`src/rtl/elementwise_safe_divide_macros.svh`:
```
// assertion macros for the elementwise safe divide block
// expects clk and rst in the scope of the module that uses them
`ifndef ELEMENTWISE_SAFE_DIVIDE_MACROS_SVH
`define ELEMENTWISE_SAFE_DIVIDE_MACROS_SVH

// same-cycle implication
`define ESD_ASSERT_NOW(label, ante, cons) \
  label: assert property (@(posedge clk) disable iff (rst) (ante) |-> (cons)) \
    else $error("esd assertion failed");

// next-cycle implication
`define ESD_ASSERT_NEXT(label, ante, cons) \
  label: assert property (@(posedge clk) disable iff (rst) (ante) |=> (cons)) \
    else $error("esd assertion failed");

`endif

```
`src/rtl/esd_pkg.sv`:
```
// shared types, codes and helpers for the elementwise safe divide block
// no dependencies
package esd_pkg;

  localparam logic [3:0] TYPE_F32 = 4'd1;
  localparam logic [3:0] TYPE_I32 = 4'd6;
  localparam logic [3:0] TYPE_I64 = 4'd7;

  localparam logic [1:0] ST_OK    = 2'd0;
  localparam logic [1:0] ST_ZERO  = 2'd1;
  localparam logic [1:0] ST_CLAMP = 2'd2;
  localparam logic [1:0] ST_UNSUP = 2'd3;

  localparam logic [1:0] MODE_F32  = 2'd0;
  localparam logic [1:0] MODE_I32  = 2'd1;
  localparam logic [1:0] MODE_I64  = 2'd2;
  localparam logic [1:0] MODE_NONE = 2'd3;

  localparam int DIV_W      = 64;
  localparam int DIV_STAGES = 64;
  localparam int F_SHIFT    = 26;

  // 1e-6 in single precision, and the default quiet nan
  localparam logic [31:0] F32_EPS  = 32'h358637BD;
  localparam logic [31:0] F32_QNAN = 32'hFFC00000;
  localparam logic [31:0] F32_QBIT = 32'h00400000;

  localparam logic [3:0] REG_ELEMENT_TYPE = 4'd0;

  typedef struct packed {
    logic signed [63:0] dividend;
    logic signed [63:0] divisor;
  } src_t;

  typedef struct packed {
    logic signed [63:0] quotient;
    logic [1:0]         status;
  } dst_t;

  typedef struct packed {
    logic [1:0]         mode;
    logic               neg;
    logic [1:0]         status;
    logic               special;
    logic [31:0]        fixed;
    logic signed [10:0] exp;
  } meta_t;

  function automatic logic [4:0] lzc24(input logic [23:0] m);
    logic [4:0] cnt;
    cnt = 5'd0;
    for (int i = 0; i < 24; i++) begin
      if (m[i]) cnt = 5'(23 - i);
    end
    return cnt;
  endfunction

endpackage

```
`src/rtl/esd_out.sv`:
```
// output register with one skid entry; freezes the pipeline only when
// the skid entry is full; uses esd_pkg and the assertion macros
`include "elementwise_safe_divide_macros.svh"
module esd_out (
  input  logic                 clk,
  input  logic                 rst,
  input  logic                 pvalid,
  input  esd_pkg::dst_t        pitem,
  output logic                 en,
  output logic                 dst_valid,
  input  logic                 dst_stall,
  output esd_pkg::dst_t        dst_item
);
  import esd_pkg::*;

  logic skid_valid;
  dst_t skid_item;

  assign en = !skid_valid;

  always_ff @(posedge clk) begin
    if (rst) begin
      dst_valid  <= 1'b0;
      skid_valid <= 1'b0;
    end else if (skid_valid) begin
      if (!dst_stall) begin
        skid_valid <= 1'b0;
      end
    end else if (pvalid) begin
      if (dst_valid && dst_stall) begin
        skid_valid <= 1'b1;
      end else begin
        dst_valid <= 1'b1;
      end
    end else if (!dst_stall) begin
      dst_valid <= 1'b0;
    end
  end

  always_ff @(posedge clk) begin
    if (skid_valid) begin
      if (!dst_stall) dst_item <= skid_item;
    end else if (pvalid) begin
      if (dst_valid && dst_stall) skid_item <= pitem;
      else dst_item <= pitem;
    end
  end

  `ESD_ASSERT_NOW(a_skid_behind_out, skid_valid, dst_valid)
  `ESD_ASSERT_NEXT(a_skid_drains, skid_valid && !dst_stall, dst_valid && !skid_valid)
  `ESD_ASSERT_NEXT(a_skid_catches, pvalid && en && dst_valid && dst_stall, skid_valid)

endmodule
```
`config.mk`:
```
export PLATFORM = sky130hd
export DESIGN_NAME = esd_out
export DESIGN_NICKNAME = d
export VERILOG_FILES = /design/src/rtl/esd_pkg.sv /design/src/rtl/esd_out.sv
export VERILOG_INCLUDE_DIRS = /design/src /design/src/rtl
export SDC_FILE = /design/constraint.sdc
export NUM_CORES = 1
export LEC_CHECK = 0
export BUFFER_PORTS_ARGS = -buffer_cell sky130_fd_sc_hd__buf_4
export CORE_MARGIN = 2
export CORE_UTILIZATION = 56
export CTS_CLUSTER_SIZE = 25
export DETAILED_ROUTE_END_ITERATION = 16
export PLACE_DENSITY = 0.91
export SYNTH_ARGS = -nofsm -noshare
export SYNTH_HDL_FRONTEND = slang
export SYNTH_SLANG_ARGS = --single-unit
```
`constraint.sdc`:
```
create_clock -name clk -period 5.6 [get_ports clk]
set_input_delay 0.28 -clock clk [delete_from_list [all_inputs] [get_ports clk]]
set_output_delay 0.28 -clock clk [all_outputs]
set_load 0.01 [all_outputs]
```
==> flow_metrics.env <==
export IMPL_status="completed"
export IMPL_grt_pass1_wl_mm=16.2
export IMPL_cts_root_buf="clkbuf_8"
export IMPL_hold_path_class="in -> reg"
export IMPL_antenna_found_initial=0
export IMPL_wl_mm=10.7
export IMPL_syn_to_final_growth_pct=43.4
export IMPL_powerDensity_nw_per_um2=329
export IMPL_crit_path_start_kind="flip-flop"
export IMPL_worst_slack_ns=3.60
export IMPL_cts_resized=0
export IMPL_clock_latency_ns=0.51
export IMPL_antenna_cells=0
export IMPL_power_leakage_uw=0.00294
export IMPL_clockBufferDepth=2
export IMPL_port_buffer_count=137
export IMPL_ir_drop_mv=0.204
export IMPL_synthCells=217
export IMPL_initialDrtViolationCount=111
export IMPL_gp_congestion=0.752
export IMPL_yosysWarnings=0
export IMPL_coreArea_um2=9110
export IMPL_syn_nets=287
export IMPL_fmax_ghz=0.501
export IMPL_seq_area_frac_synth=0.769
export IMPL_grt_pass1_vias=3096
export IMPL_worstMarginPinSlew_ns=1.20
export IMPL_dp_slack_ns=3.64
export IMPL_path_max_fanout=64
export IMPL_grt_usage=0.222
export IMPL_yosys_area_top_type_share=0.762
export IMPL_skew_ns=0.00669
export IMPL_fin_crit_ns=2.00
export IMPL_synth_top_area_cell="edfxtp_1"
export IMPL_final_hold_viol_count=0
export IMPL_cts_sinks=134
export IMPL_drc_errors=0
export IMPL_fin_nets=503
export IMPL_grt_max_degree=67
export IMPL_worst_setup_path_end_kind="flip-flop"
export IMPL_synthesis_area_um2=5200
export IMPL_crit_required_ns=5.85
export IMPL_rows=35
export IMPL_die_height_um=100
export IMPL_vias_per_cell=5.06
export IMPL_relSlewSlack=0.197
export IMPL_synth_seq_cells=134
export IMPL_crit_arrival_ns=2.25
export IMPL_htreeDepth=4
export IMPL_multiInputGateArea_um2=1060
export IMPL_firstDrtPassIters=4
export IMPL_finalSetupTns_ns=0
export IMPL_num_vias=2818
export IMPL_path_clk_slew_ns=0.06
export IMPL_critPathKind="reg -> reg"
export IMPL_wire_per_inst_um=19.1
export IMPL_synth_cell_type_count=13
export IMPL_cts_buffers=17
export IMPL_tritoncts="built"
export IMPL_fin_crit_sh=0.357
export IMPL_regArea_um2=4010
export IMPL_drive_above_1_share=0.531
export IMPL_cap_violations=0
export IMPL_slew_violations=0
export IMPL_final_cell_mix="buf_4, edfxtp_1, dlygate4sd3_1"
export IMPL_ys_top_cells_by_area="edfxtp_1, mux2_4, buf_12, dfxtp_1, nor3b_2"
export IMPL_detail_route_antenna_nets=0
export IMPL_setup_viol=0
export IMPL_syn_area_per_cell_um2=24.0
export IMPL_initial_core_util=0.571
export IMPL_fill_cells=440
export IMPL_die_w_um=100
export IMPL_gr_total_overflow=0
export IMPL_rsz0062_at_grt="no"
export IMPL_dieArea_um2=10100
export IMPL_io_pins=138
export IMPL_final_common_cell="buf_4"
==> worst max-delay path, stage by stage, from the launching register on <==
cell and delay, ns:
dfxtp_4 0.41, buf_4 0.91, mux2_4 0.36
==> state kept, by name, indices dropped and copies added (netlist names) <==
register	cells
dst_item	66
dst_valid	1
skid_item	66
skid_valid	1
==> synth_stat cells <==
cell and number:
nand2b_1 1, buf_6 1, and4_1 1, inv_1 1, nor3b_2 1, o21a_1 1
buf_12 7, mux2_4 66, a21oi_1 2, o21ai_0 1, edfxtp_1 132, o21ai_1 1
dfxtp_1 2
==> per-layer routing <==
layer,part of all wire,vias to the layer above,GRT usage
li1,-,1301,-
met1,0.39,1390,0.246
met2,0.55,110,0.403
met3,0.046,17,0.0620
met4,0.015,0,0.0896
met5,0,-,0
==> power breakdown <==
part	switching (uW)	internal [uW]	total [uW]	leakage, uW
combinational	94.9	146	241	0.00142
clock	407	628	1030	0.000262
sequential	15.9	1160	1180	0.00126
==> area by class of cell <==
type                            instances  share of cell area
Clock buffer                           18              0.0560
Tap cell                              111              0.0186
Inverter                                1            0.000503
Timing Repair Buffer                  205               0.229
Clock inverter                         14              0.0181
Multi-Input combinational cell         74               0.141
Sequential cell                       134               0.537
==> metrics by stage <==
stage	power (uW)	std cells	area [um2]	utilization	hold WS, ns
floorplan	1290	217	5200	-	0.349
global placement	1390	458	6240	0.685	0.445
detailed placement	1400	458	6240	0.685	0.455
CTS	2460	557	7470	0.820	0.0296
global route	2520	557	7470	0.820	0.0513
finish	2450	557	7470	0.820	0.0591
==> timing repair <==
item	CTS	global route
hold buffers	67	0
endpoints found under the hold margin	68	0
setup buffers	0	0
==> cell families after synthesis <==
family          Yosys count  synth area share
simple gates              3           0.00529
compound gates            5           0.00529
flops                   134             0.769
buf+inv                   9            0.0298
mux                      66             0.190
==> path summary, 6_finish.rpt <==
check / to / cells past startpoint / slack (ns) / startpoint
setup / recovery: dst_item[2] / 2 / 3.60 / skid_valid
setup reg to reg: dst_item[2] / 2 / 3.60 / skid_valid
hold / removal: skid_valid / 2 / 0.06 / dst_stall
hold reg to reg: dst_item[32] / 1 / 0.55 / skid_item[32]
No activity file was read; power rests on OpenSTA's default activity.
