$ cat src/rtl/elementwise_safe_divide_macros.svh
// assertion macros for the elementwise safe divide block
// expects clk and rst in the scope of the module that uses them
`ifndef ELEMENTWISE_SAFE_DIVIDE_MACROS_SVH
`define ELEMENTWISE_SAFE_DIVIDE_MACROS_SVH

// same-cycle implication
`define ESD_ASSERT_NOW(label, ante, cons) \
  label: assert property (@(posedge clk) disable iff (rst) (ante) |-> (cons)) \
    else $error("esd assertion failed");

// next-cycle implication
`define ESD_ASSERT_NEXT(label, ante, cons) \
  label: assert property (@(posedge clk) disable iff (rst) (ante) |=> (cons)) \
    else $error("esd assertion failed");

`endif

$ cat src/rtl/esd_pkg.sv
// shared types, codes and helpers for the elementwise safe divide block
// no dependencies
package esd_pkg;

  localparam logic [3:0] TYPE_F32 = 4'd1;
  localparam logic [3:0] TYPE_I32 = 4'd6;
  localparam logic [3:0] TYPE_I64 = 4'd7;

  localparam logic [1:0] ST_OK    = 2'd0;
  localparam logic [1:0] ST_ZERO  = 2'd1;
  localparam logic [1:0] ST_CLAMP = 2'd2;
  localparam logic [1:0] ST_UNSUP = 2'd3;

  localparam logic [1:0] MODE_F32  = 2'd0;
  localparam logic [1:0] MODE_I32  = 2'd1;
  localparam logic [1:0] MODE_I64  = 2'd2;
  localparam logic [1:0] MODE_NONE = 2'd3;

  localparam int DIV_W      = 64;
  localparam int DIV_STAGES = 64;
  localparam int F_SHIFT    = 26;

  // 1e-6 in single precision, and the default quiet nan
  localparam logic [31:0] F32_EPS  = 32'h358637BD;
  localparam logic [31:0] F32_QNAN = 32'hFFC00000;
  localparam logic [31:0] F32_QBIT = 32'h00400000;

  localparam logic [3:0] REG_ELEMENT_TYPE = 4'd0;

  typedef struct packed {
    logic signed [63:0] dividend;
    logic signed [63:0] divisor;
  } src_t;

  typedef struct packed {
    logic signed [63:0] quotient;
    logic [1:0]         status;
  } dst_t;

  typedef struct packed {
    logic [1:0]         mode;
    logic               neg;
    logic [1:0]         status;
    logic               special;
    logic [31:0]        fixed;
    logic signed [10:0] exp;
  } meta_t;

  function automatic logic [4:0] lzc24(input logic [23:0] m);
    logic [4:0] cnt;
    cnt = 5'd0;
    for (int i = 0; i < 24; i++) begin
      if (m[i]) cnt = 5'(23 - i);
    end
    return cnt;
  endfunction

endpackage

$ cat src/rtl/esd_prep.sv
// input stage: decodes the type, clamps small float divisors, unpacks
// and normalizes float operands, takes integer magnitudes; uses esd_pkg
module esd_prep (
  input  logic                 clk,
  input  logic                 rst,
  input  logic                 en,
  input  logic [3:0]           element_type,
  input  logic                 in_valid,
  input  esd_pkg::src_t        in_item,
  output logic                 valid,
  output logic [63:0]          n,
  output logic [63:0]          d,
  output esd_pkg::meta_t       meta
);
  import esd_pkg::*;

  logic [31:0] fa, fb0, fb;
  logic        clamp;
  logic [7:0]  ea, eb;
  logic [22:0] xa, xb;
  logic        a_nan, a_inf, a_zero, b_nan, b_inf;
  logic        f_sign;
  logic [23:0] ma, mb, mna, mnb;
  logic [4:0]  lza, lzb;
  logic signed [10:0] ea_eff, eb_eff;
  logic [63:0] sa, sb, abs_a, abs_b;
  logic [63:0] n_next, d_next;
  meta_t       meta_next;

  always_comb begin
    fa     = in_item.dividend[31:0];
    fb0    = in_item.divisor[31:0];
    clamp  = fb0[30:0] < F32_EPS[30:0];
    fb     = clamp ? F32_EPS : fb0;
    ea     = fa[30:23];
    xa     = fa[22:0];
    eb     = fb[30:23];
    xb     = fb[22:0];
    a_nan  = (&ea) && (|xa);
    a_inf  = (&ea) && !(|xa);
    a_zero = (ea == 8'd0) && (xa == 23'd0);
    b_nan  = (&eb) && (|xb);
    b_inf  = (&eb) && !(|xb);
    f_sign = fa[31] ^ fb[31];
    ma     = {|ea, xa};
    mb     = {|eb, xb};
    lza    = lzc24(ma);
    lzb    = lzc24(mb);
    mna    = ma << lza;
    mnb    = mb << lzb;
    ea_eff = ((ea == 8'd0) ? 11'sd1 : $signed({3'b0, ea})) - $signed({6'b0, lza});
    eb_eff = ((eb == 8'd0) ? 11'sd1 : $signed({3'b0, eb})) - $signed({6'b0, lzb});

    if (element_type == TYPE_I32) begin
      sa = {{32{in_item.dividend[31]}}, in_item.dividend[31:0]};
      sb = {{32{in_item.divisor[31]}}, in_item.divisor[31:0]};
    end else begin
      sa = in_item.dividend;
      sb = in_item.divisor;
    end
    abs_a = sa[63] ? (64'd0 - sa) : sa;
    abs_b = sb[63] ? (64'd0 - sb) : sb;

    meta_next         = '0;
    n_next            = abs_a;
    d_next            = abs_b;
    case (element_type)
      TYPE_F32: begin
        meta_next.mode   = MODE_F32;
        meta_next.neg    = f_sign;
        meta_next.status = clamp ? ST_CLAMP : ST_OK;
        meta_next.exp    = ea_eff - eb_eff + 11'sd127;
        n_next           = 64'(mna) << F_SHIFT;
        d_next           = 64'(mnb);
        meta_next.special = a_nan || b_nan || a_inf || b_inf || a_zero;
        if (a_nan)               meta_next.fixed = fa | F32_QBIT;
        else if (b_nan)          meta_next.fixed = fb | F32_QBIT;
        else if (a_inf && b_inf) meta_next.fixed = F32_QNAN;
        else if (a_inf)          meta_next.fixed = {f_sign, 8'hFF, 23'd0};
        else                     meta_next.fixed = {f_sign, 31'd0};
      end
      TYPE_I32, TYPE_I64: begin
        meta_next.mode    = (element_type == TYPE_I32) ? MODE_I32 : MODE_I64;
        meta_next.neg     = sa[63] ^ sb[63];
        meta_next.special = (sb == 64'd0);
        meta_next.status  = (sb == 64'd0) ? ST_ZERO : ST_OK;
      end
      default: begin
        meta_next.mode    = MODE_NONE;
        meta_next.special = 1'b1;
        meta_next.status  = ST_UNSUP;
      end
    endcase
  end

  always_ff @(posedge clk) begin
    if (rst) begin
      valid <= 1'b0;
    end else if (en) begin
      valid <= in_valid;
    end
  end

  always_ff @(posedge clk) begin
    if (en) begin
      n    <= n_next;
      d    <= d_next;
      meta <= meta_next;
    end
  end

endmodule

$ cat config.mk
export PLATFORM = sky130hd
export DESIGN_NAME = esd_prep
export DESIGN_NICKNAME = d
export VERILOG_FILES = /design/src/rtl/elementwise_safe_divide_macros.svh /design/src/rtl/esd_pkg.sv /design/src/rtl/esd_prep.sv
export SDC_FILE = /design/constraint.sdc
export NUM_CORES = 1
export LEC_CHECK = 0
export BUFFER_PORTS_ARGS = -buffer_cell sky130_fd_sc_hd__buf_2
export CORE_ASPECT_RATIO = 1.75
export CORE_UTILIZATION = 55
export CTS_CLUSTER_DIAMETER = 120
export DETAILED_ROUTE_END_ITERATION = 10
export PLACE_DENSITY = 0.94
export SYNTH_ARGS = -nofsm -noshare
export SYNTH_HDL_FRONTEND = slang
export SYNTH_SLANG_ARGS = --single-unit
$ cat constraint.sdc
create_clock -name clk -period 7.92 [get_ports clk]
set_input_delay 1.584 -clock clk [delete_from_list [all_inputs] [get_ports clk]]
set_output_delay 1.584 -clock clk [all_outputs]
set_load 0.05 [all_outputs]
==> summary.txt, run 1 <==
CTS
  – Setup repair bufs after CTS: 0
  – CTS clk-pin slew, worst paths: 0.07 ns
  – Htree depth: 4
  – CTS Root Cell: clkbuf_16
  – Post-CTS Resized: 0
  – Clock sink total: between 150 and 200
  – CTS hold repair buffers: 0
  – Clock Latency Late Sink: 0.46 ns
  – TritonCTS buffer count: 17
  – Clk buf depth: 2
  – CTS tree: done

Synthesis
  – Synth warn: 0
  – Ys flop type: edfxtp_1
  – EDFF count, synth: 177
  – Cell variety after synth: 82
  – Sequential fraction of the synthesis area: 41.8%
  – Syn_area_per_cell: approximately 8.9 um2
  – Area of the mapped netlist: 12800 um2
  – Post-synth ARST share: 0%
  – Mapped Cells: around 1400
  – #FFs+latches synth: around 180

GRT
  – Vias in the first global route: 12300
  – Initial antenna violation count: 2
  – First-pass GRT wire length: between 60 and 70 mm
  – Largest net degree at the start of global routing: 63
  – Overflow after GRT: 0
  – GRT Util Overall: 38.3%

Floorplan
  – Height of the die: between 200 and 250 um
  – Row count: 73
  – Die X-Extent: 117 um
  – Boundary Pins: around 310
  – Core area: ~23000 um2
  – Die area: 23800 um2
  – Starting Density: 56.1%

Finish
  – Fill cell count: 1862
  – Layout cells sized above 1: between 20% and 30%
  – Multi-input combinational cell area: around 6800 um2
  – Final net count: around 1800
  – Post-route cell area: ~15000 um2
  – Register area: 5340 um2
  – Syn-to-layout area delta: 16.9%

Pwr
  – Sw Share: 36.9%
  – Leak Pwr: 5.91 nW
  – Internal power: 1.80 mW
  – PwrDens: between 150 and 200 nW/um2
  – Sequential fraction of design power: between 40% and 50%
  – P_sw: 1.05 mW
  – Worst VDD drop: 0.000138 V
  – Clk pwr share: 28.4%
  – Combinational power share: 30.4%

Timing
  – RSZ-0062 raised after global routing: no
  – Final Cycle Share: between 70% and 80%
  – Setup violations, final: 0
  – Worst slew pin tran: 1.13 ns
  – Final Hold Fails: 0
  – Minimum clock period: 6.17 ns
  – Max Clock Freq: between 150 and 200 MHz
  – Rel. slew slack: 22.5%
  – Setup TNS: 0 ns
  – Setup Skew: 0 ns
  – Pins Over Slew Limit: 0

Worst hold path
  – Worst Hold Class: reg -> reg
  – Hold_sp: valid

Setup path
  – Setup crit start: in_item[65]
  – Reg-to-reg startpoint: valid
  – Reg2Reg Setup Slack: 7.34 ns
  – CP max FO: 10
  – Arr. time, crit path: 6.49 ns
  – Crit. End Element: register
  – CP Class: in -> reg
  – WP data required: just over 8 ns
  – Startpoint types: input pin

Drt
  – DRC: 0
  – Vias/cell: approximately 6.6
  – Via count: 13100
  – DRT iter0 DRCs: 1652
  – Total Routed Length: 45.3 mm
  – Wire per inst: 22.8 um
  – TritonRoute pass-1 iters: 6
  – Final ANT Viol Nets: 0

Placed design
  – Count of input and output buffers: about 310
  – Post-DP HPWL: 33.3 mm
  – Placed inst area: around 14000 um2
  – Final GP Congestion: 0.998

Status
  – Run status: complete, no violations

Flow run
  – Max cap viols: 0
## registers in the layout, summed over array words and instances, names as in the netlist
name	count
n	64
valid	1
meta	49
d	64
## through the flow
stage / hold slack, ns / power, mW / instances / util (%) / setup slack [ns]
after CTS: 0.504 / 2.84 / 1986 / 65.5 / 1.81
after detailed placement: 0.488 / 2.04 / 1955 / 63.2 / 1.40
after global placement: 0.468 / 2.03 / 1955 / 63.2 / 1.52
after floorplan: 0.733 / 1.79 / 1439 / - / 1.72
after global routing: 0.566 / 2.94 / 1988 / 65.6 / 1.44
final: 0.498 / 2.85 / 1988 / 65.6 / 1.75
## path summary, 6_finish.rpt
| path | endpoint | cells after the start |
|---|---|---|
| setup / recovery | meta[9] | 23 |
| setup reg to reg | valid | 2 |
| hold reg to reg | valid | 2 |
| hold / removal | valid | 2 |
## layer usage
layer	up-vias	GRT usage, %	share of wire, %
met4	0	29.0	8.3
li1	5781	-	-
met3	275	8.02	9.6
met2	1024	64.1	49
met1	6029	41.8	33
met5	-	0	0
## cell usage in the layout (no fill, tap or decap), types with 18 or more instances in the layout
cell type | Yosys | routed
xnor2_1 | 54 | 54
nor4_1 | 29 | 29
nand2_1 | 115 | 114
buf_2 | 4 | 312
o21ai_0 | 88 | 88
mux2i_1 | 30 | 30
inv_1 | 35 | 35
nand3_1 | 21 | 21
xor2_1 | 57 | 57
o211ai_1 | 18 | 18
or4_1 | 19 | 19
edfxtp_1 | 177 | 177
ha_1 | 29 | 29
nor3_1 | 45 | 45
nor2_1 | 209 | 208
a211oi_1 | 19 | 19
a21oi_1 | 128 | 126
o31ai_1 | 20 | 20
## Yosys cell counts, types with 3 or more instances
library cell | n | area [um2]
edfxtp_1 | 177 | 5320
a221oi_1 | 7 | 61.3
or4_1 | 19 | 143
o21bai_1 | 8 | 60.1
a32oi_1 | 4 | 35.0
and2_1 | 11 | 68.8
or4_2 | 3 | 26.3
o31a_1 | 5 | 43.8
nor2b_1 | 8 | 50.1
nand2_1 | 115 | 432
mux2i_1 | 30 | 300
nand4_1 | 10 | 62.6
a22o_1 | 4 | 35.0
a21oi_1 | 128 | 641
a311oi_1 | 4 | 35.0
a2111oi_0 | 6 | 52.6
o21ai_0 | 88 | 440
or2_2 | 8 | 50.1
and3_1 | 10 | 62.6
or3_1 | 15 | 93.8
o22ai_1 | 14 | 87.6
ha_1 | 29 | 363
inv_1 | 35 | 131
o221ai_1 | 4 | 35.0
a31oi_1 | 17 | 106
nor2_1 | 209 | 785
buf_1 | 8 | 30.0
nand3_1 | 21 | 105
nor4_1 | 29 | 181
a211o_1 | 4 | 35.0
xnor2_1 | 54 | 473
clkbuf_1 | 93 | 349
a211oi_1 | 19 | 143
a21o_1 | 14 | 105
o41ai_1 | 15 | 131
xor2_1 | 57 | 499
nor3_1 | 45 | 225
o31ai_1 | 20 | 150
nand2b_1 | 12 | 75.1
o21a_1 | 4 | 30.0
buf_2 | 4 | 20.0
o211ai_1 | 18 | 135
## logic make-up (layout without fill, tap and decap cells)
| kind of cell | count (synthesis) | after routing | synth area share (%) |
|---|---|---|---|
| XOR/XNOR | 111 | 111 | 7.62 |
| adder cells (fa/ha/maj) | 31 | 31 | 3.16 |
| buffers and inverters | 147 | 394 | 4.71 |
| AND/OR/NAND/NOR | 535 | 535 | 20.0 |
| multiplexers | 32 | 32 | 2.62 |
| other | 2 | 6 | 0.0589 |
| flip-flops | 178 | 178 | 41.8 |
| AO/OA/AOI/OAI | 401 | 401 | 20.0 |
## worst max-delay path, cell delays in order
cell	delay, ns
buf_2	0.19
inv_1	0.13
ha_1	0.19
inv_1	0.06
ha_1	0.16
nor2b_1	0.12
o31ai_1	0.46
a2111oi_0	0.20
nor2_1	0.63
ha_1	0.37
a21o_1	0.16
a21o_1	0.20
xor2_1	0.16
ha_1	0.28
ha_1	0.34
a21o_1	0.19
a21oi_1	0.21
o21bai_1	0.09
a21oi_1	0.24
o21bai_1	0.10
a21oi_1	0.22
xnor2_1	0.10
nor2_1	0.09
## area by class of cell
cell class                 count  share of cell area [%]
sequential                   178                    35.8
clock inverter                12                   0.722
antenna                        2                  0.0336
multi-input combinational   1114                    45.9
inverter                      36                   0.906
tap                          300                    2.52
timing repair buffer         327                    11.3
clock buffer                  19                    2.90
## power by group through the flow
stage,sequential (mW),clock (mW),combinational (mW)
finish,1.17,0.810,0.868
global route,1.18,0.844,0.916
CTS,1.17,0.811,0.854
detailed placement,1.19,0,0.848
global placement,1.19,0,0.836
floorplan,1.51,0,0.279
No activity file was read; power rests on OpenSTA's default activity.
==> inputs of run 2 (changes only) <==
- CORE_UTILIZATION: 55 -> 50
- PLACE_DENSITY: 0.94 -> 0.91
- clock period: 7.92 -> 5.1 ns (I/O delays scaled with it)
==> run 2 against run 1 <==
Clock skew stayed put. Sequential cell count stayed put. Critical path type unchanged. Cell area is 4.8% higher. Die area is 9.9% higher.
==> summary.txt, run 2 (synthesis results as in run 1) <==
Timing
  – RSZ-0062 raised after global routing: no
  – Setup Skew: 0 ns (unchanged)
  – Setup violations, final: 0 (unchanged)
  – Rel. slew slack: 42.4% (+20 points)
  – Worst slew pin tran: 0.864 ns (-0.269 ns)
  – Final Hold Fails: 0 (unchanged)
  – Max Clock Freq: around 210 MHz
  – Pins Over Slew Limit: 0 (unchanged)
  – Final Cycle Share: 91.4%
  – Minimum clock period: ~4.7 ns
  – WHS: 0.505 ns (+0.00619 ns)

CTS
  – CTS hold repair buffers: 0 (unchanged)
  – Clock sink total: 178 (unchanged)
  – Post-CTS Resized: 0 (unchanged)
  – CTS tree: done
  – CTS Root Cell: clkbuf_16
  – Htree depth: 4 (unchanged)
  – CTS clk-pin slew, worst paths: 0.07 ns (about the same)
  – Clock Latency Late Sink: 0.46 ns (about the same)
  – Clk buf depth: 2 (unchanged)
  – Setup repair bufs after CTS: 0 (unchanged)
  – TritonCTS buffer count: 17 (unchanged)

Placed design
  – Final GP Congestion: 1.05 (+4.8%)
  – Count of input and output buffers: 313 (unchanged)
  – Post-DP HPWL: 35.5 mm (+6.8%)

GRT
  – First-pass GRT wire length: 72.1 mm (+7.0%)
  – Vias in the first global route: 13100 (+6.5%)
  – GRT met2 Usage: 62.7% (-1.4 points)
  – GRT Util Overall: 36.9% (-1.5 points)
  – GR peak layer: met2
  – Initial antenna violation count: 3 (+1)
  – Met1 usage: 39.4% (-2.3 points)
  – Largest net degree at the start of global routing: 121 (+92%)
  – Met3 usage: 6.78% (-1.2 points)
  – Overflow after GRT: 0 (unchanged)

Finish
  – Most frequent cells in the layout: buf_2 (312), nor2_1 (207), edfxtp_1 (177), a21oi_1 (123), nand2_1 (114)
  – Final net count: 1915 (+4.0%)
  – Final core occ: 62.1% (-3.4 points)
  – Largest regs: d x64, n x64, meta x49
  – Layout cells sized above 1: 27.2% (+4.4 points)
  – Fill cell count: 2119 (+14%)
  – Commonest non-fill, non-tap cell in the layout: buf_2
  – Syn-to-layout area delta: 22.5%

Status
  – Run status: complete, no violations

Drt
  – Wire per inst: 22.8 um (+0.10%)
  – TritonRoute pass-1 iters: 7 (+1)
  – Total Routed Length: 47.4 mm (+4.7%)
  – Via count: 13400 (+2.0%)
  – Vias/cell: 6.43 (-2.5%)
  – DRC: 0 (unchanged)
  – DRT iter0 DRCs: 1368 (-17%)
  – Final ANT Viol Nets: 0 (unchanged)

Floorplan
  – Starting Density: 50.7% (-5.4 points)
  – Row count: 77 (+5.5%)
  – Die area: 26200 um2 (+9.9%)
  – Height of the die: 213 um (+4.8%)
  – Core area: 25100 um2 (+11%)
  – Boundary Pins: 314 (unchanged)
  – Die X-Extent: 123 um (+4.8%)

Worst hold path
  – Hold_sp: valid
  – Worst Hold Class: reg -> reg

Setup path
  – Reg-to-reg startpoint: valid
  – Arr. time, crit path: 4.85 ns (-1.64 ns)
  – CP Class: in -> reg
  – Setup crit start: in_item[65]
  – Startpoint types: input pin
  – WP data required: 5.29 ns (-2.96 ns)
  – Crit. End Element: register
  – CP max FO: 2 (-8)

Flow run
  – Max cap viols: 0 (unchanged)

Pwr
  – PwrDens: 290 nW/um2 (+52%)
  – Leak Pwr: 6.27 nW (+6.1%)
  – Worst VDD drop: 0.000194 V (+40%)
-- run 2: per-layer routing --
metal / share of wire [%] / routed length, um / up-vias
met5: 0 / 0 / -
met4: 8.5 / 4040 / 0
met3: 8.2 / 3870 / 270
met2: 50 / 23600 / 945
met1: 34 / 15900 / 6246
li1: - / - / 5908
-- run 2: per-stage QoR --
step           instances  power, mW  instance area (um2)  setup TNS, ns  setup slack [ns]
3_3_place_gp        2045       3.24                15100              0             0.110
5_1_grt             2079       4.68                15600              0            0.0972
6_report            2080       4.54                15600              0             0.438
2_1_floorplan       1439       2.81                12900              0           0.00737
4_1_cts             2077       4.53                15600              0             0.456
3_5_place_dp        2045       3.26                15100        -0.0423           -0.0264
-- run 2: area by class of cell --
type	count	area [um2]	share of cell area, %
Tap cell	316	395	2.53
Clock buffer	17	425	2.72
Timing Repair Buffer	401	2250	14.4
Inverter	36	140	0.897
Sequential cell	178	5340	34.1
Antenna cell	3	7.51	0.0480
Multi-Input combinational cell	1114	6940	44.4
Clock inverter	15	135	0.865
-- run 2: where the power goes --
part / internal, mW / leakage (nW) / switching, mW
clock network: 0.674 / 0.259 / 0.606
registers: 1.78 / 1.73 / 0.0482
logic: 0.399 / 4.28 / 1.03
-- run 2: path summary, 6_finish.rpt --
kind / end / slack, ns / depth (start not counted)
worst max-delay path: meta[10] / 0.44 / 23
worst min-delay path: valid / 0.50 / 2
worst max register to register: valid / 4.51 / 2
worst min register to register: valid / 0.50 / 2
-- run 2: critical path: stages --
cell and delay, ns:
buf_2 0.12, inv_4 0.06, ha_1 0.14, o21ai_0 0.09, a2111oi_0 0.37, buf_4 0.19, o211ai_1 0.12, inv_1 0.16
ha_4 0.14, inv_2 0.04, fa_1 0.46, a21oi_1 0.19, o21bai_1 0.11, xor2_1 0.17, ha_1 0.28, ha_1 0.33
inv_1 0.08, o21bai_1 0.22, a21oi_2 0.09, o21bai_1 0.13, a21oi_1 0.11, o21ai_0 0.15, a21oi_1 0.08
==> inputs of run 3 (changes only) <==
- CTS_BUF_LIST: unset -> sky130_fd_sc_hd__clkbuf_4 sky130_fd_sc_hd__clkbuf_8 sky130_fd_sc_hd__clkbuf_16
- MAX_ROUTING_LAYER: unset -> met4
==> run 3 against run 2 <==
Routed wire length is 0.55% lower. Core utilization is 0.099 points higher. Non-clock buffer count is 1 higher. Die area stayed put. Register-to-register slack hardly changed. Total power is 2.1% higher. Maximum frequency is 0.71% lower. Sequential cell count stayed put. Critical endpoint is now meta[8].
==> summary.txt, run 3 (synthesis results as in run 1) <==
Status
  – Run status: complete, no violations

Pwr
  – Sequential fraction of design power: 39.6% (-0.7 points)
  – Clk pwr share: 29.7% (+1.5 points)
  – Sw Share: 36.2% (-0.87 points)
  – Combinational power share: 30.7% (-0.7 points)
  – Internal power: 2.95 mW (+3.5%)
  – Tot Pwr: 4.63 mW (+2.1%)
  – Leak Pwr: 6.30 nW (+0.57%)
  – P_sw: 1.68 mW (-0.32%)
  – Worst VDD drop: 0.000272 V (+40%)
  – PwrDens: 296 nW/um2 (+1.9%)

Timing
  – RSZ-0062 raised after global routing: no
  – Setup ws final: 0.404 ns (-0.0334 ns)
  – Pins Over Slew Limit: 0 (unchanged)
  – Worst slew pin tran: 1.04 ns (+0.175 ns)
  – Final Cycle Share: 92.1% (+0.66 points)
  – Max Clock Freq: 213 MHz (-0.71%)
  – Setup TNS: 0 ns (unchanged)
  – Setup violations, final: 0 (unchanged)
  – Setup Skew: 0 ns (unchanged)
  – Minimum clock period: 4.70 ns (+0.0334 ns)
  – Rel. slew slack: 29.0% (-13 points)
  – Final Hold Fails: 0 (unchanged)

Finish
  – Fill cell count: 2096 (-1.1%)
  – Final net count: 1916 (+0.052%)
  – Syn-to-layout area delta: 22.7%
  – Largest regs: d x64, n x64, meta x49
  – Commonest non-fill, non-tap cell in the layout: buf_2
  – Layout cells sized above 1: 27.3% (+0.057 points)
  – Most frequent cells in the layout: buf_2 (312), nor2_1 (207), edfxtp_1 (177), a21oi_1 (123), nand2_1 (114)
  – Post-route cell area: 15700 um2 (+0.16%)
  – Fin cells: 2079 (-0.048%)

CTS
  – TritonCTS buffer count: 17 (unchanged)
  – Clk buf depth: 2 (unchanged)
  – Clock Latency Late Sink: 0.46 ns (about the same)
  – Post-CTS Resized: 0 (unchanged)
  – Setup repair bufs after CTS: 0 (unchanged)
  – CTS clk-pin slew, worst paths: 0.07 ns (about the same)
  – Clock sink total: 178 (unchanged)
  – CTS hold repair buffers: 0 (unchanged)
  – CTS Root Cell: clkbuf_16
  – CTS tree: done
  – Htree depth: 4 (unchanged)

Flow run
  – Max cap viols: 0 (unchanged)

Drt
  – Total Routed Length: 47.2 mm (-0.55%)
  – TritonRoute pass-1 iters: 7 (unchanged)
  – DRT iter0 DRCs: 1316 (-3.8%)
  – DRC: 0 (unchanged)
  – Vias/cell: 6.40 (-0.40%)
  – Wire per inst: 22.7 um (-0.50%)
  – Final ANT Viol Nets: 0 (unchanged)
  – Via count: 13300 (-0.45%)

GRT
  – Met1 usage: 38.7% (-0.72 points)
  – GR peak layer: met2
  – First-pass GRT wire length: 71.0 mm (-1.5%)
  – GRT met2 Usage: 62.1% (-0.54 points)
  – Largest net degree at the start of global routing: 67 (-45%)
  – GRT Util Overall: 37.4% (+0.58 points)
  – Met3 usage: 6.52% (-0.27 points)
  – Overflow after GRT: 0 (unchanged)
  – Initial antenna violation count: 2 (-1)
  – Vias in the first global route: 13000 (-0.47%)

Setup path
  – Reg-to-reg startpoint: valid
  – CP Class: in -> reg
  – Worst Setup EP: meta[8]
  – CP max FO: 3 (+1)
  – Setup crit start: in_item[64]
  – WP data required: 5.30 ns (about the same)
  – Reg2Reg Setup Slack: 4.52 ns (about the same)
  – R2R cell count: 2 (unchanged)
  – End of the worst register-to-register path: valid
  – Crit. End Element: register
  – Arr. time, crit path: 4.90 ns (+0.05 ns)
  – Startpoint types: input pin

Floorplan
  – Die X-Extent: 123 um (unchanged)
  – Die area: 26200 um2 (unchanged)
  – Height of the die: 213 um (unchanged)
  – Starting Density: 50.7% (unchanged)
  – Boundary Pins: 314 (unchanged)
  – Row count: 77 (unchanged)
  – Core area: 25100 um2 (unchanged)

Placed design
  – Count of input and output buffers: 313 (unchanged)
  – Placed insts: 2046 (+0.049%)
  – Final GP Congestion: 1.07 (+2.5%)
  – Post-DP HPWL: 35.8 mm (+0.66%)
  – Placed inst area: 15100 um2 (about the same)
  – Pre-CTS setup slack: -0.0294 ns (-0.00304 ns)

Worst hold path
  – Worst Hold Class: reg -> reg
[run 3: cell types whose count changed in the layout (fill, tap and decap cells not counted)]
cell / delta
clkinvlp_4: -5
clkinv_2: +3
buf_4: +2
bufinv_16: +2
buf_12: -1
clkbuf_4: +1
clkinv_1: -1
clkinv_4: -1
diode_2: -1
[run 3: how the worst min path moves through the flow]
stage | startpoint | cells past startpoint | endpoint | slack, ns
6_report | valid | 2 | valid | 0.51
5_1_grt | valid | 2 | valid | 0.54
4_1_cts | valid | 2 | valid | 0.52
3_5_place_dp | valid | 2 | valid | 0.50
3_3_place_gp | valid | 2 | valid | 0.47
2_1_floorplan | valid | 2 | valid | 0.73
[run 3: final cells by class]
type	count	area [um2]	share of cell area, %
clock buffer	18	433	2.77
multi-input combinational	1114	6940	44.4
antenna	2	5.00	0.0320
clock inverter	13	160	1.02
inverter	36	140	0.895
tap	316	395	2.53
sequential	178	5340	34.1
timing repair buffer	402	2240	14.3
[run 3: routing by layer]
metal,vias to the layer above,part of all wire (%)
met3,291,8.2
met1,6175,33
met2,916,50
li1,5927,-
met4,0,8.4
met5,-,0
[run 3: critical path: stages]
cell and delay [ns]:
buf_2 0.13, inv_4 0.05, ha_4 0.15, inv_1 0.05, ha_1 0.12, nor2b_2 0.17
o31ai_4 0.09, a2111oi_0 0.48, nor2_1 0.20, ha_1 0.33, a21o_1 0.16, a21o_1 0.17
a21oi_1 0.15, o21bai_1 0.12, xnor2_1 0.16, ha_1 0.33, ha_4 0.23, buf_4 0.13
a21oi_2 0.15, o21bai_1 0.07, a21oi_1 0.22, xnor2_1 0.15, nor2_1 0.05
[run 3: power by group through the flow]
stage	Combinational, mW	Clock [mW]	Sequential [mW]
after floorplan	0.456	0	2.35
after global placement	1.38	0	1.86
after detailed placement	1.40	0	1.86
after CTS	1.41	1.37	1.83
after global routing	1.51	1.42	1.85
final	1.42	1.37	1.83
[run 3: stage by stage]
step           util [%]  hold WS (ns)
3_5_place_dp       59.9         0.502
3_3_place_gp       59.9         0.468
6_report           62.2         0.506
4_1_cts            62.2         0.519
2_1_floorplan         -         0.733
5_1_grt            62.2         0.543
