[src/rtl/elementwise_safe_divide_macros.svh]
// assertion macros for the elementwise safe divide block
// expects clk and rst in the scope of the module that uses them
`ifndef ELEMENTWISE_SAFE_DIVIDE_MACROS_SVH
`define ELEMENTWISE_SAFE_DIVIDE_MACROS_SVH

// same-cycle implication
`define ESD_ASSERT_NOW(label, ante, cons) \
  label: assert property (@(posedge clk) disable iff (rst) (ante) |-> (cons)) \
    else $error("esd assertion failed");

// next-cycle implication
`define ESD_ASSERT_NEXT(label, ante, cons) \
  label: assert property (@(posedge clk) disable iff (rst) (ante) |=> (cons)) \
    else $error("esd assertion failed");

`endif

[src/rtl/esd_pkg.sv]
// shared types, codes and helpers for the elementwise safe divide block
// no dependencies
package esd_pkg;

  localparam logic [3:0] TYPE_F32 = 4'd1;
  localparam logic [3:0] TYPE_I32 = 4'd6;
  localparam logic [3:0] TYPE_I64 = 4'd7;

  localparam logic [1:0] ST_OK    = 2'd0;
  localparam logic [1:0] ST_ZERO  = 2'd1;
  localparam logic [1:0] ST_CLAMP = 2'd2;
  localparam logic [1:0] ST_UNSUP = 2'd3;

  localparam logic [1:0] MODE_F32  = 2'd0;
  localparam logic [1:0] MODE_I32  = 2'd1;
  localparam logic [1:0] MODE_I64  = 2'd2;
  localparam logic [1:0] MODE_NONE = 2'd3;

  localparam int DIV_W      = 64;
  localparam int DIV_STAGES = 64;
  localparam int F_SHIFT    = 26;

  // 1e-6 in single precision, and the default quiet nan
  localparam logic [31:0] F32_EPS  = 32'h358637BD;
  localparam logic [31:0] F32_QNAN = 32'hFFC00000;
  localparam logic [31:0] F32_QBIT = 32'h00400000;

  localparam logic [3:0] REG_ELEMENT_TYPE = 4'd0;

  typedef struct packed {
    logic signed [63:0] dividend;
    logic signed [63:0] divisor;
  } src_t;

  typedef struct packed {
    logic signed [63:0] quotient;
    logic [1:0]         status;
  } dst_t;

  typedef struct packed {
    logic [1:0]         mode;
    logic               neg;
    logic [1:0]         status;
    logic               special;
    logic [31:0]        fixed;
    logic signed [10:0] exp;
  } meta_t;

  function automatic logic [4:0] lzc24(input logic [23:0] m);
    logic [4:0] cnt;
    cnt = 5'd0;
    for (int i = 0; i < 24; i++) begin
      if (m[i]) cnt = 5'(23 - i);
    end
    return cnt;
  endfunction

endpackage

[src/rtl/esd_post.sv]
// result stage: float normalize, round to nearest even and pack,
// integer sign fix and narrowing; uses esd_pkg
module esd_post (
  input  logic                 clk,
  input  logic                 rst,
  input  logic                 en,
  input  logic                 in_valid,
  input  logic [63:0]          q,
  input  logic [63:0]          r,
  input  esd_pkg::meta_t       meta,
  output logic                 valid,
  output esd_pkg::dst_t        item
);
  import esd_pkg::*;

  logic [26:0]        sig;
  logic signed [10:0] e;
  logic signed [10:0] s;
  logic [4:0]         sc;
  logic [7:0]         eb;
  logic [27:0]        w;
  logic [59:0]        wide;
  logic [27:0]        kept;
  logic [23:0]        mant;
  logic               g, stk, rnd;
  logic [30:0]        body;
  logic [31:0]        fbits;
  logic [63:0]        qs;
  dst_t               item_next;

  always_comb begin
    sig  = q[26] ? q[26:0] : {q[25:0], 1'b0};
    e    = q[26] ? meta.exp : meta.exp - 11'sd1;
    s    = 11'sd1 - e;
    if (e < 11'sd1) begin
      sc = (s > 11'sd31) ? 5'd31 : s[4:0];
      eb = 8'd0;
    end else begin
      sc = 5'd0;
      eb = e[7:0];
    end
    // denormal shift keeps a sticky of everything pushed out
    w    = {sig, |r};
    wide = {w, 32'd0} >> sc;
    kept = wide[59:32];
    mant = kept[27:4];
    g    = kept[3];
    stk  = (|kept[2:0]) | (|wide[31:0]);
    rnd  = g && (stk || mant[0]);
    body = {eb, mant[22:0]} + 31'(rnd);
    if (meta.special) fbits = meta.fixed;
    else if (e >= 11'sd255) fbits = {meta.neg, 8'hFF, 23'd0};
    else fbits = {meta.neg, body};

    qs = meta.neg ? (64'd0 - q) : q;

    item_next.status = meta.status;
    case (meta.mode)
      MODE_F32: item_next.quotient = {{32{fbits[31]}}, fbits};
      MODE_I32: item_next.quotient = meta.special ? 64'sd0 : {{32{qs[31]}}, qs[31:0]};
      MODE_I64: item_next.quotient = meta.special ? 64'sd0 : qs;
      default:  item_next.quotient = 64'sd0;
    endcase
  end

  always_ff @(posedge clk) begin
    if (rst) begin
      valid <= 1'b0;
    end else if (en) begin
      valid <= in_valid;
    end
  end

  always_ff @(posedge clk) begin
    if (en) begin
      item <= item_next;
    end
  end

endmodule

[config.mk]
export PLATFORM = sky130hd
export DESIGN_NAME = esd_post
export DESIGN_NICKNAME = d
export VERILOG_FILES = /design/src/rtl/elementwise_safe_divide_macros.svh /design/src/rtl/esd_pkg.sv /design/src/rtl/esd_post.sv
export SDC_FILE = /design/constraint.sdc
export NUM_CORES = 1
export LEC_CHECK = 0
export ABC_AREA = 1
export BUFFER_PORTS_ARGS = -buffer_cell sky130_fd_sc_hd__buf_2
export CAP_MARGIN = 10
export CELL_PAD_IN_SITES_DETAIL_PLACEMENT = 0
export CELL_PAD_IN_SITES_GLOBAL_PLACEMENT = 1
export CORE_MARGIN = 1.5
export CORE_UTILIZATION = 33
export CTS_CLUSTER_DIAMETER = 30
export DETAILED_ROUTE_END_ITERATION = 8
export PLACE_DENSITY_LB_ADDON = 0.08
export SLEW_MARGIN = 20
export SYNTH_ARGS = -nofsm -noshare
export SYNTH_HDL_FRONTEND = slang
export SYNTH_SLANG_ARGS = --single-unit
[constraint.sdc]
create_clock -name clk -period 4.25 [get_ports clk]
set_input_delay 0.425 -clock clk [delete_from_list [all_inputs] [get_ports clk]]
set_output_delay 0.425 -clock clk [all_outputs]
set_load 0.005 [all_outputs]
==> impl_results.md, run 1 <==
- DRT iter0 DRCs: 1060
- Drt drc: 0
- Slew Viols, Final: 0
- Final Hold Viols: 0
- Grt total ovfl: 0
- Post-synth top flop: edfxtp_1
- Layout cells sized above 1: 38.2%
- Fin Hold WS: 228 ps
- Hold Path Stages: 2
- Synth Warn #: 0
- Power Total: 3.45 mW
- Num CTS Buffers: 9
- Synth-to-layout area growth: 51.3%
- Mean number of vias per cell: 5.20
- First-pass GRT wire length: 66200 µm
- Vias: 13000
- Reg-to-Reg Start: valid
- Clock Pin Slew Worst Setup and Hold Paths: 70 ps
- Setup crit start kind: input pin
- FF+latch count, synth: 67
- Clk root buf: clkbuf_16
- Ports: 248
- Starting Density: 33.8%
- Post-synth ARST share: 0%
- Hold path startpoint: rst
- Clk_lat worst skew: 340 ps
- Setup crit start: q[26]
- Clock Sinks: 67
- Mapped Area: 9470 µm²
- Clock Path Buffers: 2
- Antenna Nets Post-Route: 0
- Sequential share of the synthesized area: 21.1%
- Final Skew: 0 ps
- Cells after synthesis: 1628
- Drt total wl: 45400 µm
- Core Region: 28000 µm²
- Drt wl/cell: 18.2 µm
- Htree depth: 3
- Capturing point of the worst reg2reg path: valid
- Die area: 29700 µm²
- RSZ-0062 raised after global routing: yes
- Max Cap Violations: 0
- Maximum vdd ir drop: 188 µV
- Share of the synthesized area in the top cell type: 20.9%
- Final setup fails: 0
- Actual slew at the worst max-slew pin: 762 ps
- Top cell by count, worst path: nand2_4
- LEAKAGE: 7.02 nW
- Crit Path Max Fanout: 19
- Pre-antenna DRT Iters: 5
- Crit path kind: in -> reg
- GP Congestion: 0.974
- Minimum clock period after layout: 4160 ps
- CP endpoint kind: register
- Post-Syn Nets: 1815
- Die height: 172 µm
- Total track usage: 29.4%
- Avg Inst Size Synth: 5.81 µm²
- Worst hold endpoint: valid
- Cell Rows: 61
- CP arrival: 4270 ps
- Initial antenna violation count: 1
- Port-buffer cells: 247
- Synth unique cells: 53
- Post-DP HPWL: 36600 µm
- Slowest cell on crit path: ha_2
- Ranking of synthesized cells by area: edfxtp_1 21%, nand2_1 19%, nand3_1 14%
- Slowest stage delay, CP: 220 ps
- CTS tree: yes
- Fin nets: 2300
- Status: finished, final reports clean
- Hold crit path type: in -> reg
- Yosys top cell by area: edfxtp_1
- Largest net degree at the start of global routing: 54
- Fmax: 240 MHz
- R2R Setup Slk: 3670 ps
- Number of flops mapped to enable cells by yosys: 66
- Worst slew margin: 48.7%
- Req. time, crit path: 4350 ps
- Tcrit/Tclk final: 98.0%
- Die Wd: 172 µm
- Vias in the first global route: 11800
- PwrDens: 241 nW/µm²
- R2R depth: 2
## per-layer routing
metal  wire length [µm]  up-vias  GRT usage, %
met5                  0        -             0
li1                   -     6393             -
met3               2900       61          3.52
met1              20500     5986          41.1
met2              21000      532          48.3
met4               1070        0          6.35
## cells by family after synthesis
group | after synthesis | synth area share, %
simple gates | 1105 | 54.8
mux | 1 | 0.106
compound gates | 180 | 10.1
xor+xnor | 21 | 1.94
fa+ha+maj | 6 | 0.793
flops | 67 | 21.1
buf+inv | 248 | 11.1
## final cells by class
cell class | instances | area [µm²]
tap | 378 | 473
inverter | 181 | 711
sequential | 67 | 2000
clock inverter | 7 | 101
antenna | 1 | 2.50
fill | 2998 | 13700
multi-input combinational | 1314 | 7140
clock buffer | 9 | 225
timing repair buffer | 540 | 3670
## report_power, final
group          leakage (nW)  total [mW]  switching (mW)  internal, mW
logic                  6.22        1.77            1.05         0.722
registers             0.644       0.824          0.0199         0.804
clock network         0.158       0.851           0.332         0.520
## cells in the mapped netlist (17+ instances only)
library cell and count:
clkbuf_1 26, edfxtp_1 66, nand2_1 473, a21oi_1 55
nor4_1 22, o21ai_0 93, xor2_1 18, nor3_1 41
nand4_1 45, nor2_1 158, nand2_2 27, inv_1 157
nand3_1 261, nor2_2 24, inv_2 17
## worst max-delay path: cells and delay by family
family | cells | cell delay (ps)
AO/OA/AOI/OAI | 1 | 140
adder cells (fa/ha/maj) | 2 | 350
AND/OR/NAND/NOR | 20 | 2280
buffers and inverters | 8 | 1000
## registers in the layout, summed over array words and instances (netlist names)
signal  flops
item       66
valid       1
## worst max-delay path by stage
stage	endpoint	slack [ps]
4_1_cts	item[8]	8
2_1_floorplan	item[18]	20
3_3_place_gp	item[8]	-390
6_report	item[32]	90
3_5_place_dp	item[10]	-460
5_1_grt	item[32]	-160
## placed cells by master (no fill, tap or decap), drive strengths merged
master / count
xor2: 18
o211ai: 1
nand3: 277
nor3b: 1
nand4: 46
or2: 4
a31o: 1
a21oi: 58
nand3b: 4
diode: 1
xnor2: 3
clkinv: 9
ha: 6
o22ai: 1
a21o: 1
o21bai: 1
o21ai: 110
clkbuf: 12
or4: 1
nor2: 191
dfxtp: 1
o31ai: 4
bufinv: 2
clkinvlp: 1
inv: 176
mux2i: 1
a22o: 1
and2: 2
nor4: 22
and3: 2
nor3: 44
buf: 537
edfxtp: 66
nand2: 512
o41ai: 2
## per-stage QoR
stage                     TNS, ps  cells  worst slack (ps)  instance area, µm²  utilization (%)
after detailed placement    -9450   2453              -456               12900             46.1
after CTS                       0   2469              8.42               13300             47.4
after global routing        -1540   2497              -160               14300             51.1
final                           0   2497              85.7               14300             51.1
after floorplan                 0   1628              16.3                9470                -
after global placement      -7630   2453              -389               12900             46.1
## what timing repair did
| action | 4_1_cts | 5_1_grt |
|---|---|---|
| cloned | 0 | 5 |
| pin swaps | 1 | 65 |
| hold buffers | 0 | 0 |
| endpoints found under the setup margin | 9 | 41 |
| gates resized for setup | 10 | 197 |
| setup buffers | 0 | 22 |
Power figures use the tool's default switching activity.
==> inputs of run 2 (changes only) <==
--- a/config.mk
+++ b/config.mk
@@ -5,13 +5,12 @@
 export SDC_FILE = /design/constraint.sdc
 export NUM_CORES = 1
 export LEC_CHECK = 0
-export ABC_AREA = 1
 export BUFFER_PORTS_ARGS = -buffer_cell sky130_fd_sc_hd__buf_2
-export CAP_MARGIN = 10
+export CAP_MARGIN = 15
 export CELL_PAD_IN_SITES_DETAIL_PLACEMENT = 0
 export CELL_PAD_IN_SITES_GLOBAL_PLACEMENT = 1
 export CORE_MARGIN = 1.5
-export CORE_UTILIZATION = 33
+export CORE_UTILIZATION = 35
 export CTS_CLUSTER_DIAMETER = 30
 export DETAILED_ROUTE_END_ITERATION = 8
 export PLACE_DENSITY_LB_ADDON = 0.08
==> run 2 against run 1 <==
  * The run now ends with negative setup slack left
  * Die area fell by 10%
  * Design area rose by 14%
  * Cell count fell by 13%
  * Utilization rose by 14 points
  * Clock-buffer cell count did not move
  * Synthesized cell count fell by 27%
  * Critical endpoint is now item[65]
  * Critical path depth fell by 15
  * Sequential cell count did not move
  * Clock skew did not move
  * First-iteration DRC count rose by 29%
==> impl_results.md, run 2 <==
- Slew Viols, Final: 0 (unchanged)
- Starting Density: 35.7% (was 33.8%)
- Most flops, register: item (unchanged)
- Final Hold Viols: 0 (unchanged)
- Most frequent cell after synthesis: o21ai_0 (was nand2_1)
- Placed cells: 2059 (was 2453)
- Antenna Nets Post-Route: 0 (unchanged)
- Synth unique cells: 89 (was 53)
- Die height: 163 µm (was 172 µm)
- Mean number of vias per cell: 5.98 (was 5.20)
- Mapped Area: 8990 µm² (was 9470 µm²)
- Power Total: 3.62 mW (was 3.45 mW)
- Sequential share of the synthesized area: 22.3% (was 21.1%)
- Post-synth ARST share: 0% (unchanged)
- Clock Pin Slew Worst Setup and Hold Paths: 60 ps (was 70 ps)
- Clk_lat worst skew: 330 ps (was 340 ps)
- Clock Sinks: 67 (unchanged)
- Drt total wl: 49000 µm (was 45400 µm)
- Maximum vdd ir drop: 198 µV (was 188 µV)
- Core Region: 25200 µm² (was 28000 µm²)
- Num CTS Buffers: 9 (unchanged)
- GR Layer Usage met2: 59.7% (was 48.3%)
- Most common library cell in the layout ignoring fill and taps: buf_4 (was nand2_1)
- Avg Inst Size Synth: 7.53 µm² (was 5.81 µm²)
- Synth cell count leaders: 123 x o21ai_0, 105 x nand2_1, 87 x nor2_1, 80 x clkbuf_1, 66 x edfxtp_1 (was 473 x nand2_1, 261 x nand3_1, 158 x nor2_1, 157 x inv_1, 93 x o21ai_0)
- Tcrit/Tclk final: 128% (was 98.0%)
- Setup crit start kind: input pin (unchanged)
- Ports: 248 (unchanged)
- Non-Filler Instances: 2179 (was 2497)
- Drt drc: 0 (unchanged)
- Largest net degree at the start of global routing: 61 (was 54)
- Top cell by count, worst path: or4_4 (was nand2_4)
- Minimum clock period after layout: 5430 ps (was 4160 ps)
- Most frequent cells in the layout: 425 x buf_4, 242 x buf_2, 93 x nand2_1, 90 x o21ai_0, 68 x nor2_1 (was 429 x nand2_1, 268 x buf_4, 246 x buf_2, 216 x nand3_1, 151 x inv_1)
- Final Skew: 0 ps (unchanged)
- Fin area: 16400 µm² (was 14300 µm²)
- CP arrival: 5510 ps (was 4270 ps)
- Share of the synthesized area in the top cell type: 22.1% (was 20.9%)
- Synth-to-layout area growth: 82.2% (was 51.3%)
- Status: finished, violations left (was finished, final reports clean)
- CTS tree: yes (unchanged)
- Actual slew at the worst max-slew pin: 894 ps (was 762 ps)
- Clk root buf: clkbuf_16 (unchanged)
- GP Congestion: 1.01 (was 0.974)
- FF+latch count, synth: 67 (unchanged)
- Fmax: 184 MHz (was 240 MHz)
- Pre-antenna DRT Iters: 9 (was 5)
- Htree depth: 3 (unchanged)
- Grt total ovfl: 0 (unchanged)
- Biggest regs: item x66, valid x1 (unchanged)
- Place WS: -1580 ps (was -456 ps)
- GR Util met3: 2.95% (was 3.52%)
- Met1 global-route usage: 45.1% (was 41.1%)
- Max reg flops: 66 (unchanged)
- Fill count: 2170 (was 2998)
- CP endpoint kind: register (unchanged)
- WP buf/inv: 1 (was 8)
- Number of flops mapped to enable cells by yosys: 66 (unchanged)
- Post-Syn Nets: 1381 (was 1815)
- GRT Max-Usage Layer: met2 (unchanged)
- Fin Hold WS: 244 ps (was 228 ps)
- Vias: 13000 (about the same)
- Fin worst setup slack: -1180 ps (was 85.7 ps)
- Crit path kind: in -> reg (unchanged)
- Placed inst area: 13800 µm² (was 12900 µm²)
- Req. time, crit path: 4330 ps (was 4350 ps)
- Post-DP HPWL: 37900 µm (was 36600 µm)
- Post-synth top flop: edfxtp_1 (unchanged)
- Synth Warn #: 0 (unchanged)
- PwrDens: 221 nW/µm² (was 241 nW/µm²)
- DRT iter0 DRCs: 1370 (was 1060)
- Clock Path Buffers: 2 (unchanged)
- RSZ-0062 raised after global routing: yes (unchanged)
- Drt wl/cell: 22.5 µm (was 18.2 µm)
- Slowest cell on crit path: or4_4 (was ha_2)
- First-pass GRT wire length: 71300 µm (was 66200 µm)
- Ranking of synthesized cells by area: edfxtp_1 22%, o21ai_0 6.8%, xnor2_1 4.6% (was edfxtp_1 21%, nand2_1 19%, nand3_1 14%)
- Initial antenna violation count: 0 (was 1)
- Hold crit path type: in -> reg (unchanged)
- Yosys top cell by area: edfxtp_1 (unchanged)
- Slowest stage delay, CP: 490 ps (was 220 ps)
- Die Wd: 163 µm (was 172 µm)
- Cell family with most CP delay: simple AND/OR/NAND/NOR gates (unchanged)
- Fin nets: 2031 (was 2300)
- Die area: 26600 µm² (was 29700 µm²)
- Crit Path Max Fanout: 3 (was 19)
- Failing checks: negative setup slack
- Hold Buf Count CTS: 0 (unchanged)
- Total track usage: 35.1% (was 29.4%)
- Critical path, cell by cell: buf_6, or3_4, or3_4, or3_4, or4_4, nand2b_4, nand2b_4, or4_4, or4_4, or4_4, or4_4, or4_4, or4_4, o31ai_4, xor2_1, o21ai_1
- Port-buffer cells: 247 (unchanged)
- Cells after synthesis: 1194 (was 1628)
- Max Cap Violations: 0 (unchanged)
- Diode count: 0 (was 1)
- Cell Rows: 58 (was 61)
- Vias in the first global route: 12400 (was 11800)
- Final setup fails: 50 (was 0)
- LEAKAGE: 6.87 nW (was 7.02 nW)
- Worst slew margin: 40.4% (was 48.7%)
- Layout cells sized above 1: 54.4% (was 38.2%)
## run 2: cell types whose count changed after synthesis, moves of 26 or more
cell / previous run / this run
nand2_2: 27 / 0
a22oi_1: 0 / 26
o21ai_0: 93 / 123
nand2_1: 473 / 105
xor2_1: 18 / 46
xnor2_1: 3 / 47
inv_1: 157 / 22
clkbuf_1: 26 / 80
nand3_1: 261 / 48
nor2_1: 158 / 87
## run 2: power by group
| group | switching [mW] | leakage (nW) | internal (mW) |
|---|---|---|---|
| logic | 1.08 | 6.09 | 0.944 |
| clock network | 0.317 | 0.138 | 0.458 |
| registers | 0.0159 | 0.644 | 0.806 |
| total | 1.41 | 6.87 | 2.21 |
## run 2: what timing repair did
action / CTS / global route
buffers inserted: 58 / 56
gates cloned: 3 / 2
pin swaps: 75 / 110
endpoints found under the setup margin: 50 / 52
resized for setup: 175 / 111
## run 2: worst reg2reg max path: cells and delay by family, from the launching register on
| kind | cells | cell delay [ps] |
|---|---|---|
| DFF | 1 | 300 |
| and+or+nand+nor | 1 | 50 |
| muxes | 1 | 120 |
## run 2: area by class of cell
cell class	count	area, µm²	share of cell area, %
clock buffers	9	225	1.38
clock inverters	7	75.1	0.458
inverters	23	93.8	0.573
multi-input cells	1011	8270	50.5
flip-flops and latches	67	2000	12.2
well taps	330	413	2.52
repair buffers	732	5300	32.4
## run 2: metrics by stage
| step | util (%) | setup TNS, ps |
|---|---|---|
| 2_1_floorplan | - | -42170 |
| 3_3_place_gp | 54.8 | -58760 |
| 3_5_place_dp | 54.8 | -58670 |
| 4_1_cts | 61.2 | -33560 |
| 5_1_grt | 65.0 | -46000 |
| 6_report | 65.0 | -39240 |
## run 2: worst paths after layout
check	start	slack (ps)	endpoint	cells after the start
worst max-delay path	q[9]	-1180	item[65]	16
worst min-delay path	rst	240	valid	2
worst max register to register	valid	3680	valid	2
worst min register to register	valid	490	valid	2
## run 2: layer usage
metal	wire, µm	share of wire, %
met3	3990	8.2
met5	0	0
met2	22800	47
met4	2450	5.0
met1	19700	40
## run 2: cell families after synthesis
kind of cell               share of synthesized area [%]
adders and majority gates                          0.947
AOI/OAI and AO/OA                                   32.3
xor gates and xnor gates                            9.31
buffers and inverters                               4.97
and+or+nand+nor                                     26.5
DFF                                                 22.3
muxes                                               3.68
==> inputs of run 3 (changes only) <==
--- a/config.mk
+++ b/config.mk
@@ -5,6 +5,7 @@
 export SDC_FILE = /design/constraint.sdc
 export NUM_CORES = 1
 export LEC_CHECK = 0
+export ABC_CLOCK_PERIOD_IN_PS = 4250
 export BUFFER_PORTS_ARGS = -buffer_cell sky130_fd_sc_hd__buf_2
 export CAP_MARGIN = 15
 export CELL_PAD_IN_SITES_DETAIL_PLACEMENT = 0
@@ -13,6 +14,7 @@
 export CORE_UTILIZATION = 35
 export CTS_CLUSTER_DIAMETER = 30
 export DETAILED_ROUTE_END_ITERATION = 8
+export MAX_ROUTING_LAYER = met4
 export PLACE_DENSITY_LB_ADDON = 0.08
 export SLEW_MARGIN = 20
 export SYNTH_ARGS = -nofsm -noshare
==> run 3 against run 2 <==
  * The run still ends with negative setup slack left
  * Clock power is 2% lower
  * Power up 1.6%
  * Global-route usage rose by 1.9 points
  * Largest power group unchanged
==> impl_results.md, run 3 (synthesis results as in run 2) <==
- Post-DP HPWL: 38300 µm (was 37900 µm)
- Die height: 163 µm (unchanged)
- Comb power frac: 56.9% (was 55.9%)
- Setup crit start kind: input pin (unchanged)
- RSZ-0062 raised after global routing: yes (unchanged)
- Non-Filler Instances: 2208 (was 2179)
- Hold path startpoint: rst (unchanged)
- Placed cells: 2073 (was 2059)
- CP arrival: 5520 ps (was 5510 ps)
- Most common library cell in the layout ignoring fill and taps: buf_4 (unchanged)
- Fin nets: 2059 (was 2031)
- PwrDens: 219 nW/µm² (was 221 nW/µm²)
- Setup crit start: q[9] (unchanged)
- Total track usage: 36.9% (was 35.1%)
- Fin worst setup slack: -1190 ps (was -1180 ps)
- Minimum clock period after layout: 5440 ps (was 5430 ps)
- Clock Path Buffers: 2 (unchanged)
- Die area: 26600 µm² (unchanged)
- Final Skew: 0 ps (unchanged)
- Failing checks: negative setup slack (unchanged)
- Switching Share: 38.7% (was 39.0%)
- Num CTS Buffers: 9 (unchanged)
- Clk pwr share: 20.7% (was 21.4%)
- Port-buffer cells: 247 (unchanged)
- Clk_lat worst skew: 330 ps (about the same)
- Slew Viols, Final: 0 (unchanged)
- Status: finished, violations left (unchanged)
- Max Cap Violations: 0 (unchanged)
- Htree depth: 3 (unchanged)
- Fmax: 184 MHz (about the same)
- Antenna Nets Post-Route: 0 (unchanged)
- Worst slew margin: 34.5% (was 40.4%)
- Biggest regs: item x66, valid x1 (unchanged)
- Crit path kind: in -> reg (unchanged)
- Share of total power in sequential cells: 22.4% (was 22.7%)
- Core Region: 25200 µm² (unchanged)
- Pre-antenna DRT Iters: 5 (was 9)
- Final setup fails: 50 (unchanged)
- Hold Buf Count CTS: 0 (unchanged)
- Drt wl/cell: 22.6 µm (was 22.5 µm)
- Max reg flops: 66 (unchanged)
- Actual slew at the worst max-slew pin: 983 ps (was 894 ps)
- Die Wd: 163 µm (unchanged)
- GP Congestion: 1.03 (was 1.01)
- CP endpoint kind: register (unchanged)
- Initial antenna violation count: 1 (was 0)
- Drt drc: 0 (unchanged)
- Cell Rows: 58 (unchanged)
- Power Total: 3.68 mW (was 3.62 mW)
- Layout cells sized above 1: 55.5% (was 54.4%)
- Setup TNS Final: -37650 ps (was -39240 ps)
- Synth-to-layout area growth: 87.0% (was 82.2%)
- CTS tree: yes (unchanged)
- Largest net degree at the start of global routing: 44 (was 61)
- Maximum vdd ir drop: 254 µV (was 198 µV)
- Clock Pin Slew Worst Setup and Hold Paths: 60 ps (about the same)
- Fill count: 2146 (was 2170)
- Tcrit/Tclk final: 128% (about the same)
- Psw: 1.42 mW (was 1.41 mW)
- Most flops, register: item (unchanged)
- Hold crit path type: in -> reg (unchanged)
- Most frequent cells in the layout: 435 x buf_4, 241 x buf_2, 93 x nand2_1, 86 x o21ai_0, 68 x nor2_1 (was 425 x buf_4, 242 x buf_2, 93 x nand2_1, 90 x o21ai_0, 68 x nor2_1)
- Ports: 248 (unchanged)
- Starting Density: 35.7% (unchanged)
- Drt total wl: 49900 µm (was 49000 µm)
- Req. time, crit path: 4330 ps (about the same)
- Final Hold Viols: 0 (unchanged)
- Reg-to-Reg Start: valid (unchanged)
- Int Pwr: 2.25 mW (was 2.21 mW)
- Crit Path Max Fanout: 3 (unchanged)
- Clock Sinks: 67 (unchanged)
- Vias in the first global route: 12600 (was 12400)
- Grt total ovfl: 0 (unchanged)
- Mean number of vias per cell: 5.95 (was 5.98)
- Fin Hold WS: 248 ps (was 244 ps)
- LEAKAGE: 7.11 nW (was 6.87 nW)
- Vias: 13100 (was 13000)
- DRT iter0 DRCs: 1325 (was 1370)
- Clk root buf: clkbuf_16 (unchanged)
- First-pass GRT wire length: 72700 µm (was 71300 µm)
[run 3: final timing paths]
check | end | slack (ps) | cells past startpoint
worst max-delay path | item[63] | -1190 | 16
worst min-delay path | valid | 250 | 2
worst max register to register | valid | 3680 | 2
worst min register to register | valid | 490 | 2
[run 3: final cells by class]
cell class / instances / area (µm²) / share of cell area (%)
inverters: 23 / 93.8 / 0.558
repair buffers: 760 / 5590 / 33.3
well taps: 330 / 413 / 2.46
clock buffers: 9 / 225 / 1.34
diodes: 1 / 2.50 / 0.0149
multi-input cells: 1011 / 8400 / 50.0
clock inverters: 7 / 76.3 / 0.454
flip-flops and latches: 67 / 2000 / 11.9
[run 3: metrics by stage]
step / util [%] / instance area (µm²) / setup slack, ps
floorplan: - / 9800 / -1390
detailed placement: 55.2 / 13900 / -1530
global route: 66.7 / 16800 / -1280
global placement: 55.2 / 13900 / -1440
finish: 66.7 / 16800 / -1190
CTS: 64.0 / 16100 / -1140
[run 3: what timing repair did]
| action | CTS | global route |
|---|---|---|
| pin swaps | 106 | 101 |
| buffers inserted | 78 | 49 |
| gates resized for setup | 247 | 82 |
| cloned | 3 | 0 |
| endpoints found under the setup margin | 51 | 51 |
[run 3: critical path, cell delays in order]
cell and delay (ps):
buf_6 90, or3_4 410, or3_4 350, or3_4 340, or4_4 430, nand2b_4 160, nand2b_4 130, or4_4 420
or4_4 500, or4_4 430, or4_4 430, or4_4 430, or4_4 490, o41ai_4 240, xor2_1 180, o21ai_1 70
[run 3: per-layer routing]
| layer | part of all wire, % | vias up | track usage [%] |
|---|---|---|---|
| li1 | - | 6051 | - |
| met1 | 41 | 6279 | 45.6 |
| met2 | 47 | 692 | 61.0 |
| met3 | 7.5 | 121 | 3.56 |
| met4 | 4.8 | 0 | 16.8 |
| met5 | 0 | - | - |
[run 3: power groups by stage]
stage	Clock, mW	Combinational, mW	Sequential [mW]
after floorplan	0	0.786	0.846
after global placement	0	1.68	0.836
after detailed placement	0	1.69	0.838
after CTS	0.774	1.94	0.824
after global routing	0.793	2.20	0.829
final	0.761	2.09	0.823
